$ cat src/sv/tbns_pkg.sv
// ----------------------------------------------------------------------------
// tbns_pkg
// Shared types and constants for the token bus node statistics monitor.
// ----------------------------------------------------------------------------
package tbns_pkg;

  localparam int NUM_NODES_DEF  = 256;
  localparam int STAT_WIDTH_DEF = 32;
  localparam int QUEUE_DEPTH    = 2;

  // Request codes
  localparam logic [1:0] REQ_FRAME = 2'd0;
  localparam logic [1:0] REQ_READ  = 2'd1;
  localparam logic [1:0] REQ_CLEAR = 2'd2;

  // Frame type codes
  localparam logic [7:0] KIND_TOKEN      = 8'd0;
  localparam logic [7:0] KIND_POLL       = 8'd1;
  localparam logic [7:0] KIND_POLL_REPLY = 8'd2;
  localparam logic [7:0] KIND_DER        = 8'd5;
  localparam logic [7:0] KIND_DNER       = 8'd6;
  localparam logic [7:0] KIND_POSTPONED  = 8'd7;
  localparam logic [7:0] NO_FRAME        = 8'd255;

  // Field slots inside one node row
  localparam int F_TOKEN       = 0;
  localparam int F_POLL        = 1;
  localparam int F_RETRY       = 2;
  localparam int F_TOK_REPLY   = 3;
  localparam int F_USAGE       = 4;
  localparam int F_POLL_REPLY  = 5;
  localparam int F_DER         = 6;
  localparam int F_POSTPONED   = 7;
  localparam int STAT_FIELDS   = 8;

  typedef struct packed {
    logic [1:0]  req_type;
    logic        frame_valid;
    logic [7:0]  frame_kind;
    logic [7:0]  source_addr;
    logic [7:0]  dest_addr;
    logic [31:0] time_ms;
    logic [7:0]  query_node;
  } req_t;

  typedef struct packed {
    logic [7:0]  node_id;
    logic        node_seen;
    logic [7:0]  highest_polled;
    logic [31:0] tokens_passed;
    logic [31:0] polls_sent;
    logic [31:0] token_repeats;
    logic [31:0] token_reply_max;
    logic [31:0] usage_timeout_max;
    logic [31:0] poll_reply_max;
    logic [31:0] der_reply_max;
    logic [31:0] postponed_max;
    logic [31:0] invalid_total;
  } res_t;

  typedef enum logic [1:0] {
    CMD_FRAME   = 2'd0,
    CMD_READ    = 2'd1,
    CMD_CLEAR   = 2'd2,
    CMD_INVALID = 2'd3
  } cmd_op_t;

  typedef struct packed {
    logic bump_token;
    logic bump_poll;
    logic upd_hp;
    logic retry;
    logic usage;
    logic tok_reply;
    logic poll_reply;
    logic der;
    logic postponed;
  } upd_t;

  typedef struct packed {
    cmd_op_t     op;
    logic [7:0]  src;
    logic [7:0]  dst;
    logic [31:0] delta;
    upd_t        upd;
  } cmd_t;

endpackage

$ cat src/sv/tbns_queue.sv
// ----------------------------------------------------------------------------
// tbns_queue
// Short command FIFO between the classifier and the table engine.
// ----------------------------------------------------------------------------
module tbns_queue import tbns_pkg::*; (
  input  logic clk,
  input  logic rst,
  input  logic push,
  input  cmd_t push_cmd,
  input  logic pop,
  output cmd_t head,
  output logic empty,
  output logic full
);

  localparam int PW = $clog2(QUEUE_DEPTH);

  cmd_t          slots [QUEUE_DEPTH];
  logic [PW-1:0] wr_ptr;
  logic [PW-1:0] rd_ptr;
  logic [PW:0]   count;

  assign empty = (count == '0);
  assign full  = (count == (PW+1)'(QUEUE_DEPTH));
  assign head  = slots[rd_ptr];

  always_ff @(posedge clk) begin
    if (push) begin
      slots[wr_ptr] <= push_cmd;
    end
  end

  always_ff @(posedge clk) begin
    if (rst) begin
      wr_ptr <= '0;
      rd_ptr <= '0;
      count  <= '0;
    end else begin
      if (push) begin
        wr_ptr <= (wr_ptr == PW'(QUEUE_DEPTH - 1)) ? '0 : wr_ptr + 1'b1;
      end
      if (pop) begin
        rd_ptr <= (rd_ptr == PW'(QUEUE_DEPTH - 1)) ? '0 : rd_ptr + 1'b1;
      end
      count <= count + (PW+1)'(push) - (PW+1)'(pop);
    end
  end

endmodule

$ cat config.mk
export PLATFORM = sky130hd
export DESIGN_NAME = tbns_queue
export DESIGN_NICKNAME = d
export VERILOG_FILES = /design/src/sv/tbns_pkg.sv /design/src/sv/tbns_queue.sv
export SDC_FILE = /design/constraint.sdc
export NUM_CORES = 1
export LEC_CHECK = 0
export BUFFER_PORTS_ARGS = -buffer_cell sky130_fd_sc_hd__buf_4
export CAP_MARGIN = 15
export CORE_MARGIN = 1.5
export CORE_UTILIZATION = 23
export DETAILED_ROUTE_END_ITERATION = 8
export HOLD_SLACK_MARGIN = 0.03
export PLACE_DENSITY_LB_ADDON = 0.2
export RECOVER_POWER = 100
export SYNTH_ARGS = -nofsm -noshare
export SYNTH_HDL_FRONTEND = slang
export SYNTH_SLANG_ARGS = --single-unit
$ cat constraint.sdc
create_clock -name clk -period 3.9 [get_ports clk]
set_input_delay 0.39 -clock clk [delete_from_list [all_inputs] [get_ports clk]]
set_output_delay 0.39 -clock clk [all_outputs]
set_load 0.1 [all_outputs]
Word-level counts from Yosys, hierarchy flattened
Memory sizes are Yosys's and may differ from the RTL's. A register that Yosys moved wholly into a read port is not among the register bits.
Cells that the tools add are included.
{ "op_classes": {"n_addsub": 4, "eq_ne": 1, "mux": 6, "reduce_logical": 1} }
{ "ops": {"columns": ["op", "n"], "rows": [
  ["two-way mux 1 bit", 6],
  ["adder 1 bit (second input constant)", 2],
  ["adder 2 x 1 -> 2 bit", 1],
  ["== test 2 bit (second input constant)", 1],
  ["logical NOT 2 bit", 1],
  ["subtractor 2 x 1 -> 2 bit", 1]
]} }
{ "word_totals": {"regBits": 4, "mem_bits_rw": 118, "output_inout_bits": 61, "elab_cells": 16, "n_memories": 1} }
{ "mem_list": {"columns": ["name", "words", "word_bits", "rd", "rd_clocked_by_memory_dff", "write_ports", "line_no", "text"], "rows": [
  ["slots", 2, 59, 1, 1, 1, "tbns_queue.sv:18", "cmd_t slots [QUEUE_DEPTH];"]
]} }

Depth between registers and ports, before layout
{ "logic_depth": {"word_depth": 4, "ltp_mapped": 6, "ltp_nobuf": 6} }

Worst setup path after synthesis
OpenSTA, ideal clock, no wires.
{ "synth_timing": {"kind": "input-to-reg", "from": "input push", "to": "memory slots[0][0] (netlist name) (enable)", "arrival_time_ns": 2.991, "required_ns": 3.417, "setup_slack_ns": 0.426, "path_stages": 1, "path_buffers": 0, "cell_sequence": "nor2b_1"} }
{ "synth_between": {"elab_chain_cells": 2} }
{ "synth_rtl": {"columns": ["item", "line_no", "text"], "rows": [
  ["start: declaration", "tbns_queue.sv:8", "input logic push,"],
  ["two-way mux 1 bit", "tbns_queue.sv:28", "if (push) begin"],
  ["two-way mux 1 bit (not written as such)", "tbns_queue.sv:29", "slots[wr_ptr] <= push_cmd;"],
  ["end: declaration", "tbns_queue.sv:18", null]
]} }
Every way passes these cells.

==> results_dict.tcl <==
set metrics [dict create \
    outcome "complete, but fails checks" \
    violations "max-capacitance violations, max-slew violations" \
    post_cts_resized 0 \
    cts_tree "done" \
    max-slew-margin-rel_pct -12.2 \
    synth_cells 205 \
    first_global_vias 2590 \
    placed_cells 587 \
    insertion_delay_ps 400 \
    yosysUniqueCellTypes 14 \
    fin_util_pct 32.2 \
    fin_tns_setup_ps 0 \
    worstPathMaxFanout 59 \
    p_per_area_mw_per_mm2 658 \
    antenna_left 0 \
    rows 51 \
    seq_area_mm2 0.00364 \
    dieArea_mm2 0.0205 \
    rr_worst_depth 2 \
    leakage_uw 0.00223 \
    final_hold_viol_count 0 \
    postSynthAreaPerCell_um2 22.0 \
    syn_to_final_growth_pct 37.6 \
    hold_depth 2 \
    setup_violations 0 \
    reg2reg_slack_ps 1780 \
    timing.rr.start "wr_ptr" \
    multi_input_area_um2 786 \
    io_buffers 123 \
    worst_clock_skew_ps 6.54 \
    vias 2336 \
    syn_area_mm2 0.00452 \
    fin_nets 406 \
    dp_hpwl_mm 5.19 \
    wl_mm 8.78 \
    dr.first_iter.drc_count 82 \
    grt_usage_pct 9.03 \
    fp.dieW_um 143 \
    cts-root-buf "clkbuf_16" \
    overflow 0 \
    post_cts_buffers 0 \
    drive_gt1_share_pct 52.0 \
    critPathKind "reg -> out" \
    synth_seq_area_share_pct 80.6 \
    initial_utilization_pct 23.4 \
    cts.sinks 123 \
    antenna_found_initial 0 \
    die_h_um 143 \
    fillCellCount 1958 \
    clockBufferDepth 2 \
    synth_top_area_cell "edfxtp_1" \
    syn_nets 270 \
    coreArea_mm2 0.0193 \
    final_max_slew_viol_count 180 \
    final_cells 619 \
    cts_buffers 17 \
    ctsHoldBuffers 0 \
    yosysWarnings 0 \
    hold_start "rst" \
    rr_endpoint "slots[0][44]" \
    max-vdd-ir-drop_mv 0.309 \
    worst_pin_slew_ps 1680 \
    synth_top_area_share_pct 78.4 \
    fmax_mhz 335 \
    n_antenna_cell 0 \
    htree_levels 4 \
    grt_start_max_net_pins 60 \
    rsz0062_at_grt "false" \
    route.detailed.drc 0 \
    drv_cap 3 \
    cp.required_ps 3510 \
    post-route-min-period_ps 2980 \
    ios 124 \
    finalPower_uw 4090 \
    wl_per_cell_um 14.2 \
    hold_path.class "in -> reg" \
    min_period_over_period_pct 76.5 \
    critPathArrivalTime_ps 2590 \
    gp_congestion 0.686 \
    synth.area.top_cells "edfxtp_1 (78%), mux2_2 (12%), mux2_4 (3.3%)" \
    ys_ff_latch 123 \
    cp-start-kind "register" \
    cts.clk_slew.worst_paths_ps 60 \
    viasPerCell 3.77 \
    first_pass_iters 4 \
    cp-end-kind "primary output" \
    grt_first_pass_wirelength_mm 13.4 \
]
[layout make-up]
type	instances	area share [%]
timing repair buffer	124	13.3
clock buffer	18	6.90
clock inverter	14	3.14
sequential	123	58.6
inverter	2	0.121
multi-input combinational	73	12.6
tap	265	5.33
[placed cells by master, fill, tap and decap left out, drive strengths merged]
cell type and instances:
clkinvlp 3, inv 4, clkinv 5, nor2b 3, mux2 59, edfxtp 118
xnor2 2, bufinv 4, nor2 5, clkbuf 87, xnor3 1, ha 2
buf 55, dfxtp 5, and2 1
[worst max-delay path by stage]
stage               cells past startpoint  slack, ps          end
detailed placement                      2       1800     head[26]
floorplan                               1        430  slots[0][0]
global placement                        2       1820     head[26]
CTS                                     2       1350     head[26]
finish                                  2        920     head[16]
global route                            2        650     head[19]
[per-layer routing]
metal	vias to the layer above	GRT usage [%]	wire, um
li1	1081	-	-
met1	1171	9.85	3790
met2	74	14.6	4200
met3	10	5.03	669
met4	0	3.58	113
met5	-	0	0
[cell families after synthesis]
kind of cell | after synthesis | synth area share (%)
buffers and inverters | 9 | 1.44
muxes | 59 | 15.5
and+or+nand+nor | 9 | 0.969
xor gates and xnor gates | 3 | 0.886
DFF | 123 | 80.6
adders and majority gates | 2 | 0.554
[where the power goes]
part,internal (uW),switching (uW)
Sequential,1550,44.2
Clock,1070,581
Combinational,193,657
Total,2810,1280
[registers in the layout (all words and copies together) (netlist names), named ones only]
register,flops
count,2
wr_ptr,1
slots,118
rd_ptr,1
[Yosys cell counts]
library cell	number
ha_1	2
mux2_2	49
mux2_4	10
nor2_1	5
xnor3_1	1
buf_2	4
dfxtp_1	5
inv_1	2
and2_1	1
buf_8	1
nor2b_1	3
xnor2_1	2
edfxtp_1	118
buf_6	2
[metrics by stage]
stage | area [um^2] | worst slack [ps] | hold WS [ps]
CTS | 6360 | 1350 | 139
finish | 6220 | 916 | 178
global route | 6220 | 648 | 157
global placement | 5740 | 1820 | 494
floorplan | 4520 | 426 | 462
detailed placement | 5740 | 1800 | 510
[worst max-delay path: stages (launching register included)]
cell,delay [ps]
dfxtp_2,1360
mux2_2,350
clkbuf_2,450
No activity file was read; power rests on OpenSTA's default activity.
