$ cat src/sv/tbns_pkg.sv
// ----------------------------------------------------------------------------
// tbns_pkg
// Shared types and constants for the token bus node statistics monitor.
// ----------------------------------------------------------------------------
package tbns_pkg;

  localparam int NUM_NODES_DEF  = 256;
  localparam int STAT_WIDTH_DEF = 32;
  localparam int QUEUE_DEPTH    = 2;

  // Request codes
  localparam logic [1:0] REQ_FRAME = 2'd0;
  localparam logic [1:0] REQ_READ  = 2'd1;
  localparam logic [1:0] REQ_CLEAR = 2'd2;

  // Frame type codes
  localparam logic [7:0] KIND_TOKEN      = 8'd0;
  localparam logic [7:0] KIND_POLL       = 8'd1;
  localparam logic [7:0] KIND_POLL_REPLY = 8'd2;
  localparam logic [7:0] KIND_DER        = 8'd5;
  localparam logic [7:0] KIND_DNER       = 8'd6;
  localparam logic [7:0] KIND_POSTPONED  = 8'd7;
  localparam logic [7:0] NO_FRAME        = 8'd255;

  // Field slots inside one node row
  localparam int F_TOKEN       = 0;
  localparam int F_POLL        = 1;
  localparam int F_RETRY       = 2;
  localparam int F_TOK_REPLY   = 3;
  localparam int F_USAGE       = 4;
  localparam int F_POLL_REPLY  = 5;
  localparam int F_DER         = 6;
  localparam int F_POSTPONED   = 7;
  localparam int STAT_FIELDS   = 8;

  typedef struct packed {
    logic [1:0]  req_type;
    logic        frame_valid;
    logic [7:0]  frame_kind;
    logic [7:0]  source_addr;
    logic [7:0]  dest_addr;
    logic [31:0] time_ms;
    logic [7:0]  query_node;
  } req_t;

  typedef struct packed {
    logic [7:0]  node_id;
    logic        node_seen;
    logic [7:0]  highest_polled;
    logic [31:0] tokens_passed;
    logic [31:0] polls_sent;
    logic [31:0] token_repeats;
    logic [31:0] token_reply_max;
    logic [31:0] usage_timeout_max;
    logic [31:0] poll_reply_max;
    logic [31:0] der_reply_max;
    logic [31:0] postponed_max;
    logic [31:0] invalid_total;
  } res_t;

  typedef enum logic [1:0] {
    CMD_FRAME   = 2'd0,
    CMD_READ    = 2'd1,
    CMD_CLEAR   = 2'd2,
    CMD_INVALID = 2'd3
  } cmd_op_t;

  typedef struct packed {
    logic bump_token;
    logic bump_poll;
    logic upd_hp;
    logic retry;
    logic usage;
    logic tok_reply;
    logic poll_reply;
    logic der;
    logic postponed;
  } upd_t;

  typedef struct packed {
    cmd_op_t     op;
    logic [7:0]  src;
    logic [7:0]  dst;
    logic [31:0] delta;
    upd_t        upd;
  } cmd_t;

endpackage

$ cat src/sv/tbns_front.sv
// ----------------------------------------------------------------------------
// tbns_front
// Accepts requests, tracks the previous valid frame and classifies each
// request into a table update command.
// ----------------------------------------------------------------------------
module tbns_front import tbns_pkg::*; (
  input  logic clk,
  input  logic rst,
  input  logic accept,
  input  req_t req,
  output logic push,
  output cmd_t cmd
);

  logic [7:0]  last_kind;
  logic [7:0]  last_source;
  logic [7:0]  last_dest;
  logic [31:0] last_time;
  upd_t        upd;
  logic        is_frame;

  assign is_frame = (req.req_type == REQ_FRAME) && req.frame_valid;

  always_comb begin
    upd = '0;
    unique case (req.frame_kind)
      KIND_TOKEN: begin
        upd.bump_token = 1'b1;
        if (last_kind == KIND_TOKEN) begin
          if (last_dest == req.dest_addr && last_source == req.source_addr) begin
            upd.retry = 1'b1;
            upd.usage = 1'b1;
          end else if (last_dest == req.source_addr) begin
            upd.tok_reply = 1'b1;
          end
        end else if (last_kind == KIND_POLL && last_source == req.source_addr) begin
          upd.usage = 1'b1;
        end
      end
      KIND_POLL: begin
        upd.bump_poll = 1'b1;
        upd.upd_hp    = 1'b1;
        upd.usage     = (last_kind == KIND_POLL) && (last_source == req.source_addr);
      end
      KIND_POLL_REPLY: upd.poll_reply = (last_kind == KIND_POLL);
      KIND_DNER:       upd.der = (last_kind == KIND_DER) && (last_dest == req.source_addr);
      KIND_POSTPONED:  upd.postponed = (last_kind == KIND_DER) &&
                                       (last_dest == req.source_addr);
      default: ;
    endcase
  end

  always_comb begin
    cmd       = '0;
    cmd.src   = req.source_addr;
    cmd.dst   = req.dest_addr;
    cmd.delta = req.time_ms - last_time;
    cmd.upd   = upd;
    push      = 1'b0;
    unique case (req.req_type)
      REQ_FRAME: begin
        cmd.op = req.frame_valid ? CMD_FRAME : CMD_INVALID;
        push   = accept && (!req.frame_valid || (|upd));
      end
      REQ_READ: begin
        cmd.op  = CMD_READ;
        cmd.src = req.query_node;
        push    = accept;
      end
      REQ_CLEAR: begin
        cmd.op = CMD_CLEAR;
        push   = accept;
      end
      default: cmd.op = CMD_CLEAR;
    endcase
  end

  always_ff @(posedge clk) begin
    if (rst) begin
      last_kind   <= NO_FRAME;
      last_source <= NO_FRAME;
      last_dest   <= NO_FRAME;
      last_time   <= '0;
    end else if (accept && is_frame) begin
      last_kind   <= req.frame_kind;
      last_source <= req.source_addr;
      last_dest   <= req.dest_addr;
      last_time   <= req.time_ms;
    end
  end

endmodule

$ cat config.mk
export PLATFORM = sky130hd
export DESIGN_NAME = tbns_front
export DESIGN_NICKNAME = d
export VERILOG_FILES = /design/src/sv/tbns_pkg.sv /design/src/sv/tbns_front.sv
export SDC_FILE = /design/constraint.sdc
export NUM_CORES = 1
export LEC_CHECK = 0
export BUFFER_PORTS_ARGS = -buffer_cell sky130_fd_sc_hd__buf_2
export CORE_MARGIN = 2
export CORE_UTILIZATION = 35
export DETAILED_ROUTE_END_ITERATION = 12
export GPL_TIMING_DRIVEN = 1
export PLACE_DENSITY_LB_ADDON = 0.1
export SETUP_SLACK_MARGIN = 0.02
export SLEW_MARGIN = 10
export SYNTH_ARGS = -nofsm -noshare
export SYNTH_HDL_FRONTEND = slang
export SYNTH_SLANG_ARGS = --single-unit
$ cat constraint.sdc
create_clock -name clk -period 2.6 [get_ports clk]
set_clock_uncertainty 0.1 [all_clocks]
set_input_delay 0.13 -clock clk [delete_from_list [all_inputs] [get_ports clk]]
set_output_delay 0.13 -clock clk [all_outputs]
set_load 0.005 [all_outputs]
# Word level (Yosys, flattened, before mapping)
# Cells that the tools add are included.
# word_totals
regBits,56
out_inout_bits,60
# op_classes
add_sub_neg,1
n_eq_ne,11
n_mux,19
n_reduce_logical,13
# op_table
operator,count
$sub A32 B32 Y32,1
$eq A8 B3 Y1 const B,3
$eq A8 B8 Y1,3
$eq A8 B1 Y1 const B,2
$logic_not A8 Y1,2
$mux W1,12
$reduce_or A9 Y1,1
$eq A8 B2 Y1 const B,1
$mux W8,1
$logic_and A1 B1 Y1,6
$mux W2,3
$pmux W1 S2,2
$pmux W2 S2,1
$eq A2 B1 Y1 const B,1
$eq A2 B2 Y1 const B,1
$logic_not A2 Y1,1
$reduce_or A2 Y1,1
$logic_not A1 Y1,1
$logic_or A1 B1 Y1,1

# Depth between registers and ports, before layout
# logic_depth
ltp_word,9
depth_mapped,10
depth_no_buf,10

# Worst setup path after synthesis
# No wires, ideal clock.
# synth_path
path_type,register to output
startpoint,register last_time[15]
endpoint,output cmd[39] (netlist bit)
t_arrival_ns,2.139
t_required_ns,2.370
setup_slack_ns,0.231
stages_incl_launch_ff,11
path_cell_list,dfxtp_1 inv_1 ha_1 buf_4 a211oi_2 nor2_1 or3_1 a221oi_2 nand2_2 o221a_1 a211o_1
# synth_rtl
item,line,source
from (decl),tbns_front.sv:18,logic [31:0] last_time;
from (signal assigned),tbns_front.sv:88,last_time <= req.time_ms;
to (decl),tbns_front.sv:12,output cmd_t cmd

==> impl_metrics.yaml <==
synth:
  yosysWarnings: 0
  synthCells: 614
  ys.flop_type: "dfxtp_1"
  synth_nets: 719
  synth_enable_flop_cells: 0
  synth_cell_type_count: 51
  postSynthAreaPerCell_um2: 7.32
  synth_area_mm2: 0.00449
  yosys_register_bits: 56
  synth_area_leader_cell: "dfxtp_1"
  ys_seq_area_share_pct: 25.0
  async_flop_share_pct: 0
  synth_top_area_share_pct: 25.0
  synth_area_leaders: "dfxtp_1, nand2_1, ha_1, a21oi_1, xnor2_1"
clocking:
  clock_path_buffers: 2
  clk_latency_ns: 0.30
  cts_tree: "done"
  clock_sinks: 56
  path_clk_slew_ns: 0.08
  h-tree-depth: 2
  root_buffer: "clkbuf_16"
  cts_made_buffers: 5
timing:
  finalHoldViolCount: 0
  clock.fmax_mhz: 358
  finalCritPeriodShare_pct: 107
  timing.final.ws_setup_ns: -0.192
  final.setup.tns_ns: -1.54
  rsz0062_at_grt: "yes"
  setup_viol: 16
  relSlewSlack_pct: 33.0
  final_max_slew_viol_count: 0
  fin_crit_ns: 2.79
  tightest_slew_ns: 1.01
floorplanning:
  rows: 41
  core_area_mm2: 0.0126
  io-pin-count: 130
  die_width_um: 117
  die_area_mm2: 0.0138
  start_util_pct: 35.7
  fp.dieH_um: 117
worst_setup_path:
  path_class: "register to output pin"
  cp_max_fo: 4
  rr_startpoint: "last_time[8]"
  rr_endpoint: "last_time[8]"
  reg2regPathDepth: 3
  worstPathArrival_ns: 2.56
  cp-start-kind: "register"
  crit_path_end_kind: "output pin"
  critPathRequiredTime_ns: 2.37
  regToRegSetupSlack_ns: 1.79
routing:
  drt_iter0_drc: 229
  dr.pass1.iters: 4
  drc: 0
  vias_per_cell: 4.88
  drtAntennaViolNets: 0
  vias: 4727
  wl_um: 13300
  route.detailed.wl_per_inst_um: 13.7
global_routing:
  grt_pass1_vias: 4527
  overflow: 0
  grt_pass1_wl_um: 21200
  antenna_found_initial: 0
  grt_max_degree: 57
  grtUsageTotal_pct: 19.4
pwr:
  switching_power_w: 0.000786
  leakagePower_nw: 2.70
  p_per_area_mw_per_mm2: 391
  finalPower_w: 0.00258
  comb_power_share_pct: 34.2
  swShare_pct: 30.5
  p_int_w: 0.00179
  peakVddDrop_v: 0.000244
  p_seq_share_pct: 34.8
  clockPowerShare_pct: 31.0
hold_path:
  min_to: "last_time[6]"
  hold_depth: 3
  hold_class: "input pin to register"
  min_from: "req[14]"
place:
  placed_cells: 901
  gp_congestion: 0.839
  post-dp-hpwl_um: 9300
  dp_slack_ns: -0.102
  io_buffer_count: 129
status:
  violations: "setup timing"
  status: "finished with violations"
layout:
  diodes: 0
  drive_gt1_share_pct: 33.6
  nFillCells: 1216
  multi_input_area_mm2: 0.00353
  final_nets: 901
  instances_no_fill: 969
  seq_area_mm2: 0.00114
  synthToLayoutAreaGrowth_pct: 46.6
run:
  drv_cap: 0
cell usage in the layout (no fill, tap or decap), drive strengths merged, types with 4 or more instances in the layout:
master | netlist | routed
a211oi | 7 | 7
dlygate4sd3 | 0 | 40
inv | 46 | 46
xor2 | 23 | 23
nor4 | 8 | 8
clkbuf | 21 | 5
ha | 34 | 34
o21a | 7 | 7
a21oi | 59 | 59
nand3 | 6 | 6
nor2 | 24 | 24
a21o | 9 | 9
a31oi | 6 | 6
mux2 | 9 | 9
nor3 | 10 | 10
nor3b | 4 | 4
and3 | 6 | 6
and2 | 4 | 4
xnor2 | 26 | 26
nand4 | 6 | 6
dfxtp | 56 | 56
o21ai | 20 | 20
nand2 | 136 | 136
nand3b | 27 | 27
nor2b | 6 | 6
nand2b | 7 | 7
buf | 12 | 168
area by class of cell:
cell class                 count  area share (%)
clock buffer                   5            1.90
clock inverter                 3           0.646
inverter                      46            2.62
multi-input combinational    479            53.5
sequential                    56            17.3
tap                          172            3.27
timing repair buffer         208            20.7
critical path, cell delays in order, from the launching register on:
cell      delay (ns)
dfxtp_2         0.34
inv_2           0.05
ha_4            0.22
a211oi_2        0.18
nor2_1          0.09
or3_4           0.34
a221oi_4        0.33
nand2_2         0.13
o221a_1         0.23
a211o_1         0.23
buf_2           0.13
layer usage:
layer,part of all wire [%],wire length [um],global-route usage (%),vias to the layer above
met4,1.7,223,4.86,0
met1,46,6070,24.6,2162
met5,0,0,0,-
met2,48,6450,33.8,103
li1,-,-,-,2447
met3,4.2,559,3.60,15
stage by stage:
step	instance area, um^2	utilization [%]	hold slack (ns)
detailed placement	5340	42.5	0.260
global placement	5340	42.5	0.259
CTS	6230	49.6	0.00194
floorplan	4490	-	0.154
finish	6590	52.4	0.00713
global route	6590	52.4	0.00795
cell usage after synthesis, types with 2 or more instances:
cell type	number
o21ai_0	20
a21boi_0	2
o22ai_1	2
o211ai_1	2
o21a_1	7
buf_4	10
ha_1	34
nand3b_1	27
nand2_1	135
nand4_1	6
and3_1	6
mux2i_1	3
inv_1	46
xor2_1	23
nor4_1	8
and2_1	4
nor3b_1	4
o2111ai_1	2
nand2b_1	7
a211o_1	3
or3_1	2
a2111oi_0	2
nor3_1	10
a21o_1	9
clkbuf_1	21
dfxtp_1	56
nor2b_1	6
a21oi_1	59
a211oi_1	6
a221oi_2	2
mux2_2	9
xnor2_1	26
nand3_1	6
or2_2	2
o21bai_1	3
nor2_1	24
a31oi_1	6
state kept, by name, indices dropped and copies added (netlist names):
| signal | cells |
|---|---|
| last_time | 32 |
| last_kind | 8 |
| last_dest | 8 |
| last_source | 8 |
cell families after synthesis:
| family | share of synthesized area, % |
|---|---|
| multiplexers | 2.92 |
| flip-flops | 25.0 |
| adder cells (fa/ha/maj) | 9.92 |
| AND/OR/NAND/NOR | 26.7 |
| AO/OA/AOI/OAI | 18.4 |
| XOR/XNOR | 9.55 |
| buffers and inverters | 7.63 |
repair_timing:
item,4_1_cts,5_1_grt
pin swaps,30,37
hold buffers,40,0
endpoints found under the setup margin,21,21
gates resized for setup,54,54
setup buffers,9,11
hold endpoints to repair,40,0
worst max-delay path by stage:
stage / from / endpoint / slack (ns) / cells after the start
CTS: last_time[15] / cmd[39] / -0.21 / 10
global route: last_time[4] / cmd[28] / -0.30 / 12
global placement: last_time[0] / cmd[39] / -0.04 / 10
finish: last_time[15] / cmd[39] / -0.19 / 10
detailed placement: last_time[0] / cmd[39] / -0.10 / 10
floorplan: last_time[15] / cmd[39] / 0.23 / 10
power by group through the flow:
stage	Clock [W]	Combinational (W)	Sequential, W
2_1_floorplan	0	0.000422	0.000913
3_3_place_gp	0	0.000679	0.000916
3_5_place_dp	0	0.000685	0.000917
4_1_cts	0.000830	0.000802	0.000897
5_1_grt	0.000860	0.000977	0.000900
6_report	0.000798	0.000880	0.000897
Power figures use the tool's default switching activity.
